--- src/rtl/nnis_pkg.sv ---
// shared types, constants and helpers of the nearest-neighbor image scaler
package nnis_pkg;

  // frame limits
  localparam int MAX_SRC_DIM = 512;
  localparam int MAX_DST_DIM = 1024;

  // fixed field widths
  localparam int SRC_REG_W = 10;
  localparam int DST_REG_W = 11;
  localparam int PIX_W     = 8;

  // derived widths
  localparam int SRC_AW    = $clog2(MAX_SRC_DIM);
  localparam int SRC_DW    = SRC_AW + 1;
  localparam int DST_AW    = $clog2(MAX_DST_DIM);
  localparam int DST_DW    = DST_AW + 1;
  localparam int MEM_AW    = 2 * SRC_AW;
  localparam int MEM_DEPTH = MAX_SRC_DIM * MAX_SRC_DIM;
  localparam int PROD_W    = DST_AW + SRC_DW;
  localparam int DIV_CNT_W = $clog2(PROD_W);

  // configuration port
  localparam int CFG_AW = 4;
  localparam int CFG_DW = 32;

  localparam logic [SRC_REG_W-1:0] SRC_WIDTH_RST  = SRC_REG_W'(512);
  localparam logic [SRC_REG_W-1:0] SRC_HEIGHT_RST = SRC_REG_W'(512);
  localparam logic [DST_REG_W-1:0] DST_WIDTH_RST  = DST_REG_W'(256);
  localparam logic [DST_REG_W-1:0] DST_HEIGHT_RST = DST_REG_W'(256);

  typedef enum logic [1:0] {
    REG_SRC_WIDTH  = 2'd0,
    REG_SRC_HEIGHT = 2'd1,
    REG_DST_WIDTH  = 2'd2,
    REG_DST_HEIGHT = 2'd3
  } reg_idx_t;

  typedef enum logic {
    OP_LOAD = 1'b0,
    OP_EMIT = 1'b1
  } op_t;

  typedef struct packed {
    op_t              op;
    logic [PIX_W-1:0] src_pixel;
  } in_item_t;

  typedef struct packed {
    logic [PIX_W-1:0] out_pixel;
    logic             end_of_line;
    logic             end_of_frame;
  } out_item_t;

  // effective (saturated) dimensions
  typedef struct packed {
    logic [SRC_DW-1:0] sw;
    logic [SRC_DW-1:0] sh;
    logic [DST_DW-1:0] dw;
    logic [DST_DW-1:0] dh;
  } dims_t;

  // coordinate unit status toward the top level
  typedef struct packed {
    logic              busy;
    logic [SRC_AW-1:0] sx;
    logic [SRC_AW-1:0] sy;
    logic              eol;
    logic              eof;
  } coord_t;

  function automatic logic [SRC_DW-1:0] clamp_src(input logic [SRC_REG_W-1:0] v);
    if (v == '0) begin
      return SRC_DW'(1);
    end else if (int'(v) > MAX_SRC_DIM) begin
      return SRC_DW'(MAX_SRC_DIM);
    end else begin
      return SRC_DW'(v);
    end
  endfunction

  function automatic logic [DST_DW-1:0] clamp_dst(input logic [DST_REG_W-1:0] v);
    if (v == '0) begin
      return DST_DW'(1);
    end else if (int'(v) > MAX_DST_DIM) begin
      return DST_DW'(MAX_DST_DIM);
    end else begin
      return DST_DW'(v);
    end
  endfunction

endpackage

--- src/rtl/nnis_divider.sv ---
// restoring divider, one quotient bit per cycle
module nnis_divider (
  input  logic                         clk,
  input  logic                         rst_n,
  input  logic                         start,
  input  logic [nnis_pkg::PROD_W-1:0]  dividend,
  input  logic [nnis_pkg::DST_DW-1:0]  divisor,
  output logic                         done,
  output logic [nnis_pkg::PROD_W-1:0]  quotient,
  output logic [nnis_pkg::DST_DW-1:0]  remainder
);

  logic                            run_r, run_nxt;
  logic                            done_r, done_nxt;
  logic [nnis_pkg::DIV_CNT_W-1:0]  cnt_r, cnt_nxt;
  logic [nnis_pkg::PROD_W-1:0]     quo_r, quo_nxt;
  logic [nnis_pkg::DST_DW-1:0]     rem_r, rem_nxt;
  logic [nnis_pkg::DST_DW-1:0]     dvs_r, dvs_nxt;
  logic [nnis_pkg::DST_DW:0]       rem_sh;
  logic                            ge;

  assign rem_sh = {rem_r, quo_r[nnis_pkg::PROD_W-1]};
  assign ge     = rem_sh >= {1'b0, dvs_r};

  always_comb begin
    run_nxt  = run_r;
    done_nxt = 1'b0;
    cnt_nxt  = cnt_r;
    quo_nxt  = quo_r;
    rem_nxt  = rem_r;
    dvs_nxt  = dvs_r;
    if (start) begin
      run_nxt = 1'b1;
      cnt_nxt = nnis_pkg::DIV_CNT_W'(nnis_pkg::PROD_W - 1);
      quo_nxt = dividend;
      rem_nxt = '0;
      dvs_nxt = divisor;
    end else if (run_r) begin
      quo_nxt = {quo_r[nnis_pkg::PROD_W-2:0], ge};
      rem_nxt = ge ? nnis_pkg::DST_DW'(rem_sh - {1'b0, dvs_r})
                   : rem_sh[nnis_pkg::DST_DW-1:0];
      if (cnt_r == '0) begin
        run_nxt  = 1'b0;
        done_nxt = 1'b1;
      end else begin
        cnt_nxt = cnt_r - 1'b1;
      end
    end
  end

  always_ff @(posedge clk) begin
    cnt_r <= cnt_nxt;
    quo_r <= quo_nxt;
    rem_r <= rem_nxt;
    dvs_r <= dvs_nxt;
    if (!rst_n) begin
      run_r  <= 1'b0;
      done_r <= 1'b0;
    end else begin
      run_r  <= run_nxt;
      done_r <= done_nxt;
    end
  end

  assign done      = done_r;
  assign quotient  = quo_r;
  assign remainder = rem_r;

endmodule

--- src/rtl/nnis_coord.sv ---
// destination position counters, incremental source mapping and its rebuild sequencer
module nnis_coord (
  input  logic                clk,
  input  logic                rst_n,
  input  logic                step,
  input  logic                restart,
  input  nnis_pkg::dims_t     dims,
  output nnis_pkg::coord_t    status
);

  typedef enum logic [1:0] {ST_READY, ST_MUL, ST_START, ST_WAIT} state_t;
  typedef enum logic [1:0] {JOB_STEP_X, JOB_STEP_Y, JOB_POS_X, JOB_POS_Y} job_t;

  localparam int SAW = nnis_pkg::SRC_AW;
  localparam int SDW = nnis_pkg::SRC_DW;
  localparam int DAW = nnis_pkg::DST_AW;
  localparam int DDW = nnis_pkg::DST_DW;
  localparam int PW  = nnis_pkg::PROD_W;

  state_t          state_r, state_nxt;
  job_t            job_r, job_nxt;
  logic [PW-1:0]   prod_r, prod_nxt;
  logic [DDW-1:0]  divisor_r, divisor_nxt;
  // integer step per destination pixel, kept modulo the coordinate range
  logic [SAW-1:0]  qx_r, qx_nxt, qy_r, qy_nxt;
  logic [DAW-1:0]  rx_r, rx_nxt, ry_r, ry_nxt;
  logic [SAW-1:0]  sx_r, sx_nxt, sy_r, sy_nxt;
  logic [DAW-1:0]  remx_r, remx_nxt, remy_r, remy_nxt;
  logic [DAW-1:0]  col_r, col_nxt, row_r, row_nxt;

  logic            div_done;
  logic [PW-1:0]   div_quo;
  logic [DDW-1:0]  div_rem;

  logic [DDW-1:0]  col_inc, row_inc;
  logic            eol, last_row;
  logic [DAW-1:0]  colc, rowc;
  logic [DDW-1:0]  tx, ty;
  logic            wrap_x, wrap_y;
  logic [DAW-1:0]  mul_a;
  logic [SDW-1:0]  mul_b;
  logic [DDW-1:0]  mul_d;

  nnis_divider u_div (
    .clk       (clk),
    .rst_n     (rst_n),
    .start     (state_r == ST_START),
    .dividend  (prod_r),
    .divisor   (divisor_r),
    .done      (div_done),
    .quotient  (div_quo),
    .remainder (div_rem)
  );

  assign col_inc  = {1'b0, col_r} + 1'b1;
  assign row_inc  = {1'b0, row_r} + 1'b1;
  assign eol      = col_inc >= dims.dw;
  assign last_row = row_inc >= dims.dh;

  // counters left beyond a shrunk frame map as the last line or column
  assign colc = ({1'b0, col_r} < dims.dw) ? col_r : DAW'(dims.dw - 1'b1);
  assign rowc = ({1'b0, row_r} < dims.dh) ? row_r : DAW'(dims.dh - 1'b1);

  assign tx     = DDW'(remx_r) + DDW'(rx_r);
  assign ty     = DDW'(remy_r) + DDW'(ry_r);
  assign wrap_x = tx >= dims.dw;
  assign wrap_y = ty >= dims.dh;

  always_comb begin
    unique case (job_r)
      JOB_STEP_X: begin mul_a = DAW'(1); mul_b = dims.sw; mul_d = dims.dw; end
      JOB_STEP_Y: begin mul_a = DAW'(1); mul_b = dims.sh; mul_d = dims.dh; end
      JOB_POS_X:  begin mul_a = colc;    mul_b = dims.sw; mul_d = dims.dw; end
      JOB_POS_Y:  begin mul_a = rowc;    mul_b = dims.sh; mul_d = dims.dh; end
      default:    begin mul_a = '0;      mul_b = '0;      mul_d = '0;      end
    endcase
  end

  always_comb begin
    state_nxt   = state_r;
    job_nxt     = job_r;
    prod_nxt    = prod_r;
    divisor_nxt = divisor_r;
    qx_nxt      = qx_r;
    qy_nxt      = qy_r;
    rx_nxt      = rx_r;
    ry_nxt      = ry_r;
    sx_nxt      = sx_r;
    sy_nxt      = sy_r;
    remx_nxt    = remx_r;
    remy_nxt    = remy_r;
    col_nxt     = col_r;
    row_nxt     = row_r;
    priority if (restart) begin
      state_nxt = ST_MUL;
      job_nxt   = JOB_STEP_X;
    end else begin
      unique case (state_r)
        ST_READY: begin
          if (step) begin
            if (eol) begin
              col_nxt  = '0;
              sx_nxt   = '0;
              remx_nxt = '0;
              if (last_row) begin
                row_nxt  = '0;
                sy_nxt   = '0;
                remy_nxt = '0;
              end else begin
                row_nxt  = DAW'(row_inc);
                sy_nxt   = sy_r + qy_r + SAW'(wrap_y);
                remy_nxt = wrap_y ? DAW'(ty - dims.dh) : DAW'(ty);
              end
            end else begin
              col_nxt  = DAW'(col_inc);
              sx_nxt   = sx_r + qx_r + SAW'(wrap_x);
              remx_nxt = wrap_x ? DAW'(tx - dims.dw) : DAW'(tx);
            end
          end
        end
        ST_MUL: begin
          prod_nxt    = PW'(mul_a) * PW'(mul_b);
          divisor_nxt = mul_d;
          state_nxt   = ST_START;
        end
        ST_START: begin
          state_nxt = ST_WAIT;
        end
        ST_WAIT: begin
          if (div_done) begin
            state_nxt = ST_MUL;
            unique case (job_r)
              JOB_STEP_X: begin
                qx_nxt  = div_quo[SAW-1:0];
                rx_nxt  = div_rem[DAW-1:0];
                job_nxt = JOB_STEP_Y;
              end
              JOB_STEP_Y: begin
                qy_nxt  = div_quo[SAW-1:0];
                ry_nxt  = div_rem[DAW-1:0];
                job_nxt = JOB_POS_X;
              end
              JOB_POS_X: begin
                sx_nxt   = div_quo[SAW-1:0];
                remx_nxt = div_rem[DAW-1:0];
                job_nxt  = JOB_POS_Y;
              end
              JOB_POS_Y: begin
                sy_nxt    = div_quo[SAW-1:0];
                remy_nxt  = div_rem[DAW-1:0];
                job_nxt   = JOB_STEP_X;
                state_nxt = ST_READY;
              end
              default: begin
                job_nxt = JOB_STEP_X;
              end
            endcase
          end
        end
        default: begin
          state_nxt = ST_MUL;
        end
      endcase
    end
  end

  always_ff @(posedge clk) begin
    prod_r    <= prod_nxt;
    divisor_r <= divisor_nxt;
    qx_r      <= qx_nxt;
    qy_r      <= qy_nxt;
    rx_r      <= rx_nxt;
    ry_r      <= ry_nxt;
    sx_r      <= sx_nxt;
    sy_r      <= sy_nxt;
    remx_r    <= remx_nxt;
    remy_r    <= remy_nxt;
    if (!rst_n) begin
      state_r <= ST_MUL;
      job_r   <= JOB_STEP_X;
      col_r   <= '0;
      row_r   <= '0;
    end else begin
      state_r <= state_nxt;
      job_r   <= job_nxt;
      col_r   <= col_nxt;
      row_r   <= row_nxt;
    end
  end

  assign status.busy = state_r != ST_READY;
  assign status.sx   = sx_r;
  assign status.sy   = sy_r;
  assign status.eol  = eol;
  assign status.eof  = eol && last_row;

endmodule

--- config.mk ---
export PLATFORM = sky130hd
export DESIGN_NAME = nnis_coord
export DESIGN_NICKNAME = d
export VERILOG_FILES = /design/src/rtl/nnis_pkg.sv /design/src/rtl/nnis_divider.sv /design/src/rtl/nnis_coord.sv
export SDC_FILE = /design/constraint.sdc
export NUM_CORES = 1
export LEC_CHECK = 0
export ABC_CLOCK_PERIOD_IN_PS = 21700
export BUFFER_PORTS_ARGS = -buffer_cell sky130_fd_sc_hd__buf_2
export CAP_MARGIN = 15
export CORE_MARGIN = 2
export CORE_UTILIZATION = 45
export DETAILED_ROUTE_END_ITERATION = 8
export HOLD_SLACK_MARGIN = 0.12
export SLEW_MARGIN = 10
export SYNTH_ARGS = -nofsm -noshare
export SYNTH_HDL_FRONTEND = slang
export SYNTH_SLANG_ARGS = --single-unit
export TNS_END_PERCENT = 100
--- constraint.sdc ---
create_clock -name clk -period 21.7 [get_ports clk]
set_input_delay 3.255 -clock clk [delete_from_list [all_inputs] [get_ports clk]]
set_output_delay 3.255 -clock clk [all_outputs]
set_load 0.03 [all_outputs]
Word level (Yosys, flattened, before mapping) --
Cells that the tools add are included.
Word-level totals: memories 0, output and inout bits 21, bits in latches 0, memory bits (writable) 0, logic and storage cells 122, input bits 46, flip-flop bits (word level) 180, ROM bits 0
Operators by class: multiply operators 1, divide/modulo/power cells 0, magnitude comparators 7, bitwise logic cells 4, reduce and logical (&&, ||, !) cells 23, shift-type cells 0, add/sub/neg operators 14, mux-type cells 42, equal/unequal tests 11
Operator list (count):
- two-way mux 10 bit | 15
- two-way mux 9 bit | 9
- case mux 10 bit (2 select lines) | 3
- greater-or-equal comparator 11 bit | 4
- two-way mux 20 bit | 2
- case mux 9 bit (2 select lines) | 2
- case mux 10 bit (3 select lines) | 1
- adder 10 x 1 -> 11 bit, second input constant | 2
- adder 10 x 10 -> 11 bit | 2
- < comparator 10 x 11 -> 1 bit | 2
- case mux 11 bit (2 select lines) | 1
- multiplier 10 x 10 -> 20 bit | 1
- subtractor 10 x 1 -> 10 bit, second input constant | 2
- subtractor 10 bit | 2
- adder 9 x 1 -> 9 bit | 2
- adder 9 bit | 2
- greater-or-equal comparator 12 x 11 -> 1 bit | 1
- AND reduction 4 bit | 3
- two-way mux 11 bit | 1
- subtractor 11 bit | 1
- equality test 2 bit, second input constant | 4
- != test 2 bit, second input constant | 4
- case mux 2 bit (4 select lines) | 1
- AND reduction 2 bit | 4
- 17 further kinds | 31

Logic depth before layout (Yosys ltp) --
Gate-level depths: netlist of the first run.
depth in word-level cells 7, mapped depth 28, gate-level depth less buffers 27

Hierarchy --
A second synthesis of the first run with hierarchy kept.
Unflattened totals: cell total of the unflattened synthesis 1526, area, all modules 15143.3 um^2
Modules (own cells, without submodules):
- nnis_coord | area an instance 12567.1 um^2, times used 1, seq. area each 3693.5 um^2, cells each 1299
- nnis_divider | area an instance 2576.2 um^2, times used 1, seq. area each 1291.2 um^2, cells each 227

Worst setup path after synthesis of the first run --
Ideal clock, no wire load.
path kind input to register, start point in dims[8] (netlist bit), end point reg prod_r[18] (data pin), arrival 9.512 ns, stages 27, buffers on the path 1, slack 11.926 ns, cell sequence inv_1 -> ha_1 -> a21o_1 -> a21oi_1 -> nand2_1 -> o21a_1 -> buf_2 -> mux2_2 -> a22o_1 -> and2_1 -> fa_1 -> inv_1 -> fa_1 -> inv_1 -> fa_1 -> fa_1 -> inv_1 -> fa_1 -> inv_1 -> ha_1 -> a2111oi_0 -> o21ai_0 -> nand3_1 -> a31oi_1 -> a311oi_1 -> a21oi_1 -> xor2_1
Between the ends: cells in the longest elaborated chain, start to end 4
RTL lines:
- start: declaration | line nnis_coord.sv:7 | input nnis_pkg::dims_t dims,
- subtractor 10 x 1 -> 10 bit or < comparator 10 x 11 -> 1 bit (tied branches) | line nnis_coord.sv:62 | assign rowc = ({1'b0, row_r} < dims.dh) ? row_r : DAW'(dims.dh - 1'b1);
- two-way mux 10 bit (*) | line nnis_coord.sv:62
- case mux 10 bit (3 select lines) (*) | line nnis_coord.sv:70 | unique case (job_r)
- multiplier 10 x 10 -> 20 bit (*) | line nnis_coord.sv:122 | prod_nxt = PW'(mul_a) * PW'(mul_b);
- end signal: assignment | line nnis_coord.sv:168 | prod_r <= prod_nxt;
- end: declaration | line nnis_coord.sv:22 | logic [PW-1:0] prod_r, prod_nxt;
Every way passes the cells marked *; elsewhere a longest branch is shown, timed or not. A chain may end at the register's enable or synchronous reset.

Worst setup path in the final report of the first run --
start point in dims[12] (netlist bit), end point reg prod_r[18] (data pin)
Between the ends: cells in the longest elaborated chain, start to end 4
RTL lines:
- subtractor 10 x 1 -> 10 bit or < comparator 10 x 11 -> 1 bit (tied branches) | line nnis_coord.sv:61 | assign colc = ({1'b0, col_r} < dims.dw) ? col_r : DAW'(dims.dw - 1'b1);
- two-way mux 10 bit (*) | line nnis_coord.sv:61
- case mux 10 bit (3 select lines) (*) | line nnis_coord.sv:70
- multiplier 10 x 10 -> 20 bit (*) | line nnis_coord.sv:122
Marks and branches as above.

==> metrics.txt, run 1 <==
status=finished clean; Row Count=66; setup repair after global routing missed its margin=false; Die ar.=34730 sq um; endpoint type of the worst setup path=flip-flop; Period Utilization, post-route=47.20%; antenna violations before repair=1; GRT Residual Overflow=0; Post-synth EDFFs=138; CORE AREA=approximately 33000 sq um; count leader, synth=nand2_1; Post-DRT Antenna Nets=0; Max stage delay on crit path=about 0.7 ns; Setup Fix Bufs, Post-CTS=0; fmax=between 90 and 100 MHz; Synth top cells by count=197 x nand2_1, 174 x ha_1, 143 x inv_1; syn nets=1839; Clock Latency Late Sink=0.46 ns; DRC=0; Ports=67; Max-Cap Viols=0; CTS H-tree lvls=4; Tightest Pin Transition=between 1 and 1.5 ns; Hold-fix buffers, CTS=0; clock-pin slew on the worst setup and hold paths=0.08 ns; Die Width=around 190 um; critical path class=in -> reg; Primary FF master, synth=edfxtp_1; starting density of the core=45.87%; Synthesis Warnings=0; routed vias/inst=5.473; Required @ worst endpoint=21.90 ns; worst slack, placed=11.06 ns; Slew Viols, Final=0; total negative slack=0 ns; share of the synthesized area in the top cell type=27.69%; sequential-to-total area share from yosys stat=33.31%; Hold Crit Class=reg -> reg; Pwr Density=56.93 nW/um^2; Die Y-Extent=around 190 um; Final setup viols=0; Bufs on Longest Clock Path=2; layout cell share with drive strength beyond 1=roughly a tenth; synthesized flop and latch total=180; Post-CTS Resized=0; Vias=11310; Synth cell types=69; Mapped Cells=1548; largest net degree at the start of global routing=39; worst vdd ir=59.47 uV; Total GRT Usage=between 20% and 30%; clk sinks=180; critical path's slowest cell=a221oi_2; syn avg cell area=9.666 sq um; WL per Instance=18.09 um; routability cong.=0.9202; Pleak=7.449 nW; Hold Fails Final Rpt=0; Detail Placement HPWL=29440 um; PortBufs=66; Async SR Flop Fraction=0%; CTS Root Cell=clkbuf_16; Area growth syn-to-layout=9.800%; cell taking the most area after synthesis=edfxtp_1; Setup Skew=0.01865 ns; most frequent cell on the critical path=fa_1; first-pass GRT wire length=60420 um; final setup margin=11.46 ns; nets=1902; Cell Area, Synth=14960 sq um; Worst slew margin=between 20% and 30%; TritonCTS clock tree=done; worst-path fanout max=10; CTS Buf Count=17; Tmin final=around 10 ns; top cells by area, synth=edfxtp_1 28%, ha_1 15%, fa_1 9.5%; 1st-iter DRT viols=759; crit path DAT=10.44 ns; TritonRoute pass-1 iters=5; nature of the critical path startpoint=input pin; final wirelength=approximately 37000 um; vias in the first global route=11000
==> worst max-delay path, delay by kind of cell <==
family	cells	cell delay [ns]
buffers and inverters	5	0.41
xor gates and xnor gates	1	0.15
AOI/OAI and AO/OA	9	2.74
muxes	1	0.17
adders and majority gates	7	3.17
and+or+nand+nor	3	0.52
==> report_power, final <==
group | total (mW) | internal (mW) | switching (mW)
Combinational | 0.191 | 0.0774 | 0.114
Clock | 0.322 | 0.158 | 0.164
Sequential | 0.422 | 0.398 | 0.0246
==> layout make-up <==
class	count	area, sq um
clock buffers	17	425.4
multi-input cells	1191	9316
clock inverters	15	193.9
repair buffers	77	412.9
inverters	144	540.5
flip-flops and latches	180	4985
fillers	3062	16190
well taps	442	553.0
diodes	1	2.502
==> final timing paths <==
check / slack [ns] / to / cells past startpoint / from
setup / recovery: 11.46 / prod_r[18]$_DFFE_PP_ / 26 / dims[12]
hold / removal: 0.42 / u_div.dvs_r[10]$_DFFE_PP_ / 0 / divisor_r[10]$_DFFE_PP_
setup reg to reg: 14.03 / prod_r[18]$_DFFE_PP_ / 24 / row_r[8]$_SDFFE_PN0P_
hold reg to reg: 0.42 / u_div.dvs_r[10]$_DFFE_PP_ / 0 / divisor_r[10]$_DFFE_PP_
==> logic make-up after synthesis <==
| group | count (synthesis) | share of synthesized area, % |
|---|---|---|
| muxes | 49 | 3.487 |
| adders and majority gates | 245 | 24.05 |
| and+or+nand+nor | 511 | 16.61 |
| buffers and inverters | 177 | 4.540 |
| AOI/OAI and AO/OA | 286 | 12.15 |
| xor gates and xnor gates | 100 | 5.853 |
| DFF | 180 | 33.31 |
==> sequential cells by signal, summed over array words and instances (netlist names), 9 cells and up <==
name / flops
sy_r: 9
u_div.quotient: 20
ry_r: 10
u_div.remainder: 11
col_r: 10
qx_r: 9
remx_r: 10
qy_r: 9
row_r: 10
rx_r: 10
u_div.dvs_r: 11
remy_r: 10
prod_r: 20
divisor_r: 11
sx_r: 9
==> metrics by stage <==
stage	utilization [%]	hold WS, ns	cells	power (mW)	area (sq um)
final	50.37	0.4162	2067	0.9353	16430
after global routing	50.36	0.4297	2066	0.9797	16430
after CTS	50.36	0.4178	2066	0.9412	16430
after detailed placement	48.46	0.4084	2034	0.6189	15810
after global placement	48.46	0.4016	2034	0.6146	15810
after floorplan	-	0.4003	1548	0.5625	14960
==> per-layer routing <==
metal  vias up  GRT usage [%]  part of all wire (%)
met3        42          3.235                   4.4
met5         -              0                     0
met4         0          6.400                   2.1
met2       270          33.88                    44
li1       5586              -                     -
met1      5414          32.46                    50
==> cells in the final DEF (no fill, tap or decap), types with 10 or more instances in the layout <==
master / count
nand4_1: 12
o21ai_0: 89
inv_1: 143
nor2b_1: 31
buf_4: 11
o21a_1: 13
a21oi_1: 68
clkbuf_16: 17
nand3_1: 45
a21o_1: 19
xor2_1: 30
dfxtp_1: 42
fa_1: 71
xnor2_1: 70
and3_1: 16
nand2_1: 197
mux2_2: 25
and2_1: 52
nor2_1: 73
buf_2: 66
ha_1: 174
o22ai_1: 11
edfxtp_1: 138
nor3_1: 30
a31oi_1: 10
mux2i_1: 24
(Power assumes the default switching activity.)
==> inputs of run 2 (changes only) <==
--- a/config.mk
+++ b/config.mk
@@ -5,7 +5,8 @@
 export SDC_FILE = /design/constraint.sdc
 export NUM_CORES = 1
 export LEC_CHECK = 0
-export ABC_CLOCK_PERIOD_IN_PS = 21700
+export ABC_AREA = 1
+export ABC_CLOCK_PERIOD_IN_PS = 9200
 export BUFFER_PORTS_ARGS = -buffer_cell sky130_fd_sc_hd__buf_2
 export CAP_MARGIN = 15
 export CORE_MARGIN = 2
==> constraint.sdc (replaced) <==
create_clock -name clk -period 9.2 [get_ports clk]
set_input_delay 1.38 -clock clk [delete_from_list [all_inputs] [get_ports clk]]
set_output_delay 1.38 -clock clk [all_outputs]
set_load 0.03 [all_outputs]
==> metrics.txt, run 2 <==
Synth top cells by count=532 x nand2_1, 321 x inv_1, 174 x ha_1; Die Y-Extent=191.7 um (+2.8%); Hold Crit Class=reg -> reg; CTS Root Cell=clkbuf_16; Bufs on Longest Clock Path=2 (unchanged); commonest non-fill, non-tap cell in the layout=nand2_1; starting density of the core=45.76% (-0.11 points); nature of the critical path startpoint=input pin; largest net degree at the start of global routing=46 (+18%); Row Count=68 (+3.0%); Synthesis Warnings=0 (unchanged); Pleak=8.816 nW (+18%); hold_sp=divisor_r[5]$_DFFE_PP_; nets=2381 (+25%); routed vias/inst=5.272 (-3.7%); Synth cell types=46 (-33%); Final setup viols=0 (unchanged); Ports=67 (unchanged); crit path DAT=7.24 ns (-3.20 ns); PortBufs=66 (unchanged); Setup Skew=0.01158 ns (-0.007065 ns); Die Width=191.7 um (+2.8%); most frequent cells in the layout=532 x nand2_1, 321 x inv_1, 174 x ha_1; status=finished clean; synthesized flop and latch total=180 (unchanged); post-route cell area=17290 sq um (+5.2%); Post-CTS Resized=0 (unchanged); GRT Residual Overflow=0 (unchanged); placed instance area=16690 sq um (+5.6%); share of the synthesized area in the top cell type=26.15% (-1.5 points); Post-DRT Antenna Nets=0 (unchanged); Pwr Density=121.3 nW/um^2 (+110%); Die ar.=36730 sq um (+5.8%); 1st-iter DRT viols=1049 (+38%); top cells by area, synth=edfxtp_1 26%, ha_1 14%, nand2_1 13%; DRC=0 (unchanged); storage element area=4985 sq um (unchanged); first-pass GRT wire length=69140 um (+14%); Area growth syn-to-layout=9.112%; setup repair after global routing missed its margin=false; Fill cells=3387 (+11%); fmax=141.8 MHz; clock-pin slew on the worst setup and hold paths=0.08 ns (about the same); count leader, synth=nand2_1; total negative slack=0 ns (unchanged); Period Utilization, post-route=76.66%; Mapped Cells=2023 (+31%); Vias=13490 (+19%); clk sinks=180 (unchanged); Worst slew margin=34.98% (+6.5 points); Hold Fails Final Rpt=0 (unchanged); antenna violations before repair=0 (-1); worst-path fanout max=12 (+2); TritonRoute pass-1 iters=5 (unchanged); Slew Viols, Final=0 (unchanged); Required @ worst endpoint=9.39 ns (-12.51 ns); Async SR Flop Fraction=0% (unchanged); routability cong.=0.9566 (+4.0%); multi-input logic area=9502 sq um (+2.0%); layout cell share with drive strength beyond 1=7.513% (-2.3 points); Total GRT Usage=24.26% (+2.1 points); worst reg2reg path startpoint=job_r[0]$_SDFFE_PP0P_; TritonCTS clock tree=done; vias in the first global route=13320 (+21%); cell taking the most area after synthesis=edfxtp_1; CTS H-tree lvls=4 (unchanged); CTS Buf Count=17 (unchanged); Cell Area, Synth=15850 sq um (+5.9%); Tightest Pin Transition=0.9743 ns (-0.09863 ns); Primary FF master, synth=edfxtp_1; critical path class=in -> reg; syn nets=2314 (+26%); Detail Placement HPWL=34070 um (+16%); worst vdd ir=139.4 uV (+130%); sequential-to-total area share from yosys stat=31.46% (-1.9 points); Setup Fix Bufs, Post-CTS=0 (unchanged); Post-synth EDFFs=138 (unchanged); Hold-fix buffers, CTS=0 (unchanged); Tmin final=7.052 ns; syn avg cell area=7.833 sq um (-19%); CP Launch Point=dims[17]; WL per Instance=16.65 um (-8.0%); antenna fix cells=0 (-1); CORE AREA=34630 sq um (+6.2%); endpoint type of the worst setup path=flip-flop; final wirelength=42590 um (+14%); Clock Latency Late Sink=0.45 ns (about the same); Max-Cap Viols=0 (unchanged)
==> run 2: routing by layer <==
layer  routed length [um]  track usage (%)  part of all wire, %
met1                19390            32.66                   46
met2                19690            40.13                   46
met3                 2428            3.983                  5.7
met4                 1085            7.219                  2.5
met5                    0                0                    0
==> run 2: per-stage QoR <==
step | cells | hold slack, ns | worst slack, ns | power, mW | util [%]
final | 2558 | 0.4223 | 2.148 | 2.097 | 49.93
after global routing | 2558 | 0.4180 | 1.679 | 2.199 | 49.93
after CTS | 2558 | 0.4221 | 2.207 | 2.112 | 49.93
after detailed placement | 2526 | 0.4045 | 1.724 | 1.355 | 48.20
after global placement | 2526 | 0.4039 | 1.742 | 1.350 | 48.20
after floorplan | 2023 | 0.4003 | 2.511 | 1.240 | -
==> run 2: final cells by class <==
class	instances	share of cell area [%]
clock inverters	14	0.9190
well taps	455	3.293
inverters	334	7.251
repair buffers	73	2.214
multi-input cells	1484	54.95
flip-flops and latches	180	28.83
clock buffers	18	2.540
==> run 2: kinds of logic (layout without fill, tap and decap cells) <==
family / count (synthesis) / count (layout) / synth area share [%]
and+or+nand+nor: 941 / 941 / 25.42
AOI/OAI and AO/OA: 232 / 232 / 8.054
xor gates and xnor gates: 66 / 66 / 3.648
buffers and inverters: 359 / 439 / 8.709
adders and majority gates: 245 / 245 / 22.71
DFF: 180 / 180 / 31.46
==> run 2: worst max-delay path: stages <==
cell and delay, ns:
buf_2 0.16, inv_1 0.15, ha_1 0.34, nand2_1 0.08, inv_1 0.04, nand2_1 0.05, nand2_1 0.06, nand2_2 0.16
nand3_2 0.23, nor2_1 0.15, nor2_1 0.05, nand2_1 0.29, nand2_2 0.16, nand2_1 0.10, fa_1 0.45, fa_1 0.55
inv_1 0.06, fa_1 0.51, fa_1 0.54, inv_1 0.05, fa_1 0.52, inv_1 0.04, ha_1 0.34, a21oi_1 0.25
o21ai_0 0.11, a21oi_1 0.14, o21ai_0 0.11, xor2_1 0.16
==> run 2: power breakdown <==
part	internal (mW)	leakage [nW]	switching [mW]	total, mW
sequential	0.922	1.61	0.0367	0.959
combinational	0.130	6.91	0.252	0.382
clock	0.394	0.288	0.362	0.756
total	1.45	8.82	0.650	2.10
==> run 2: worst paths after layout <==
check                        endpoint  slack, ns  cells past startpoint
min reg2reg  u_div.dvs_r[5]$_DFFE_PP_       0.42                      0
max              prod_r[16]$_DFFE_PP_       2.15                     28
max reg2reg      prod_r[16]$_DFFE_PP_       2.94                     21
min          u_div.dvs_r[5]$_DFFE_PP_       0.42                      0
==> inputs of run 3 (changes only) <==
--- a/config.mk
+++ b/config.mk
@@ -6,7 +6,7 @@
 export NUM_CORES = 1
 export LEC_CHECK = 0
 export ABC_AREA = 1
-export ABC_CLOCK_PERIOD_IN_PS = 9200
+export ABC_CLOCK_PERIOD_IN_PS = 6100
 export BUFFER_PORTS_ARGS = -buffer_cell sky130_fd_sc_hd__buf_2
 export CAP_MARGIN = 15
 export CORE_MARGIN = 2
==> constraint.sdc (replaced) <==
create_clock -name clk -period 6.1 [get_ports clk]
set_input_delay 0.915 -clock clk [delete_from_list [all_inputs] [get_ports clk]]
set_output_delay 0.915 -clock clk [all_outputs]
set_load 0.03 [all_outputs]
==> metrics.txt, run 3 (synthesized netlist as in run 2, its figures left out) <==
Post-Place Cells=2652 (+5.0%); nature of the critical path startpoint=input pin; met1 Track Usage GR=33.13% (+0.47 points); Max-Cap Viols=0 (unchanged); Die ar.=36730 sq um (unchanged); antenna fix cells=0 (unchanged); Area growth syn-to-layout=17.45%; CTS Root Cell=clkbuf_16; WL per Instance=15.98 um (-4.0%); Worst Hold Path EP=u_div.dvs_r[2]$_DFFE_PP_; Combinational Power Share=18.8% (+0.6 points); TritonRoute pass-1 iters=6 (+1); hold_sp=divisor_r[2]$_DFFE_PP_; grt peak-use layer=met2; final setup margin=0.1957 ns (-1.952 ns); largest net degree at the start of global routing=46 (unchanged); hold depth=0 (unchanged); Period Utilization, post-route=between 90% and 100%; GR Util met3=2.777% (-1.2 points); Pwr Density=173.4 nW/um^2 (+43%); worst reg2reg path startpoint=row_r[9]$_SDFFE_PN0P_; DRC=0 (unchanged); Slew Viols, Final=0 (unchanged); Row Count=68 (unchanged); Layout Cells excl Fill=2689 (+5.1%); Sw Share=32.29% (+1.3 points); Die Width=191.7 um (unchanged); total negative slack=0 ns (unchanged); nets=2512 (+5.5%); most frequent cells in the layout=528 x nand2_1, 313 x inv_1, 164 x ha_1; Clk pwr share=36.4% (+0.4 points); crit path DAT=6.11 ns (-1.13 ns); layout cell share with drive strength beyond 1=14.73% (+7.2 points); Tmin final=5.904 ns; Ports=67 (unchanged); Psw=1.042 mW (+60%); worst vdd ir=221.1 uV (+59%); GRT Residual Overflow=0 (unchanged); Total GRT Usage=24.46% (+0.20 points); Hold Fails Final Rpt=0 (unchanged); final wirelength=42970 um (+0.89%); PortBufs=66 (unchanged); CTS H-tree lvls=4 (unchanged); worst r2r dst=prod_r[18]$_DFFE_PP_; Pleak=9.530 nW (+8.1%); Clock Latency Late Sink=0.46 ns (about the same); clock-pin slew on the worst setup and hold paths=0.08 ns (about the same); R2R Setup Slk=0.36 ns (-2.58 ns); worst-path fanout max=6 (-6); Vias=13870 (+2.8%); Reg power frac=44.8% (-0.9 points); worst slack, placed=-0.3997 ns (-2.124 ns); 1st-iter DRT viols=838 (-20%); CTS Buf Count=17 (unchanged); commonest non-fill, non-tap cell in the layout=nand2_1; endpoint type of the worst setup path=flip-flop; Pwr Total=3.228 mW (+54%); TritonCTS clock tree=done; clk sinks=180 (unchanged); Tightest Pin Transition=1.001 ns (+0.02656 ns); cell-internal power=2.186 mW (+51%); CORE AREA=34630 sq um (unchanged); antenna violations before repair=0 (unchanged); critical path class=in -> reg; vias in the first global route=13780 (+3.5%); routed vias/inst=5.156 (-2.2%); Final setup viols=0 (unchanged); Detail Placement HPWL=34740 um (+2.0%); Worst slew margin=33.12% (-1.9 points); starting density of the core=45.76% (unchanged); Hold-fix buffers, CTS=0 (unchanged); GR Layer Usage met2=41.38% (+1.2 points); Hold Crit Class=reg -> reg; status=finished clean; fmax=approximately 170 MHz; Die Y-Extent=191.7 um (unchanged); Required @ worst endpoint=6.31 ns (-3.08 ns); Post-DRT Antenna Nets=0 (unchanged); R2R depth=24 (+14%); first-pass GRT wire length=70180 um (+1.5%); Bufs on Longest Clock Path=2 (unchanged); Setup Skew=0.01769 ns (+0.006109 ns); routability cong.=0.9193 (-3.9%)
-- run 3: worst max-delay path by stage --
stage	from	to	slack, ns	cells after the start
finish	dims[9]	prod_r[18]$_DFFE_PP_	0.20	26
detailed placement	dims[9]	prod_r[18]$_DFFE_PP_	-0.40	27
floorplan	dims[9]	prod_r[19]$_DFFE_PP_	-0.02	29
global placement	dims[9]	prod_r[19]$_DFFE_PP_	-0.31	29
global route	dims[6]	prod_r[19]$_DFFE_PP_	-0.05	32
CTS	dims[9]	prod_r[18]$_DFFE_PP_	0.08	27
-- run 3: worst max-delay path: stages --
cell and delay [ns]:
buf_2 0.09, inv_1 0.05, ha_1 0.30, inv_2 0.09
nor2_1 0.07, a21boi_4 0.25, buf_6 0.15, nand4_1 0.11
nand3_1 0.12, nand2_2 0.10, buf_4 0.15, inv_4 0.08
buf_12 0.11, nor2_2 0.04, fa_1 0.48, fa_1 0.52
fa_1 0.51, fa_1 0.49, ha_1 0.31, ha_1 0.33
buf_4 0.14, nand2_1 0.07, o21ai_0 0.32, a21oi_1 0.14
nand3_1 0.10, nand2_1 0.06
-- run 3: what timing repair did --
item                       CTS  global route
gates resized for setup      0            47
buffers inserted             0             4
setup endpoints to repair    0            12
-- run 3: per-layer routing --
| metal | vias to the layer above | share of wire [%] |
|---|---|---|
| li1 | 7013 | - |
| met5 | - | 0 |
| met1 | 6503 | 47 |
| met2 | 297 | 47 |
| met4 | 0 | 2.0 |
| met3 | 52 | 3.9 |
-- run 3: power groups by stage --
stage	logic (mW)	registers (mW)	clock network (mW)
after floorplan	0.418	1.45	0
after global placement	0.587	1.47	0
after detailed placement	0.598	1.48	0
after CTS	0.601	1.45	1.19
after global routing	0.692	1.46	1.24
final	0.608	1.45	1.17
-- run 3: stage by stage --
stage | hold slack, ns | util, % | area, sq um
after CTS | 0.4227 | 53.02 | 18360
after global routing | 0.4308 | 53.75 | 18610
after detailed placement | 0.4045 | 51.21 | 17730
after floorplan | 0.4003 | - | 15900
final | 0.4248 | 53.75 | 18610
after global placement | 0.4039 | 51.21 | 17730
-- run 3: area by class of cell --
cell class                      count  area [sq um]
Clock buffer                       17         425.4
Clock inverter                     15         201.4
Fill cell                        3319         16020
Inverter                          334          1256
Multi-Input combinational cell   1485          9758
Sequential cell                   180          4985
Tap cell                          455         569.3
Timing Repair Buffer              203          1416
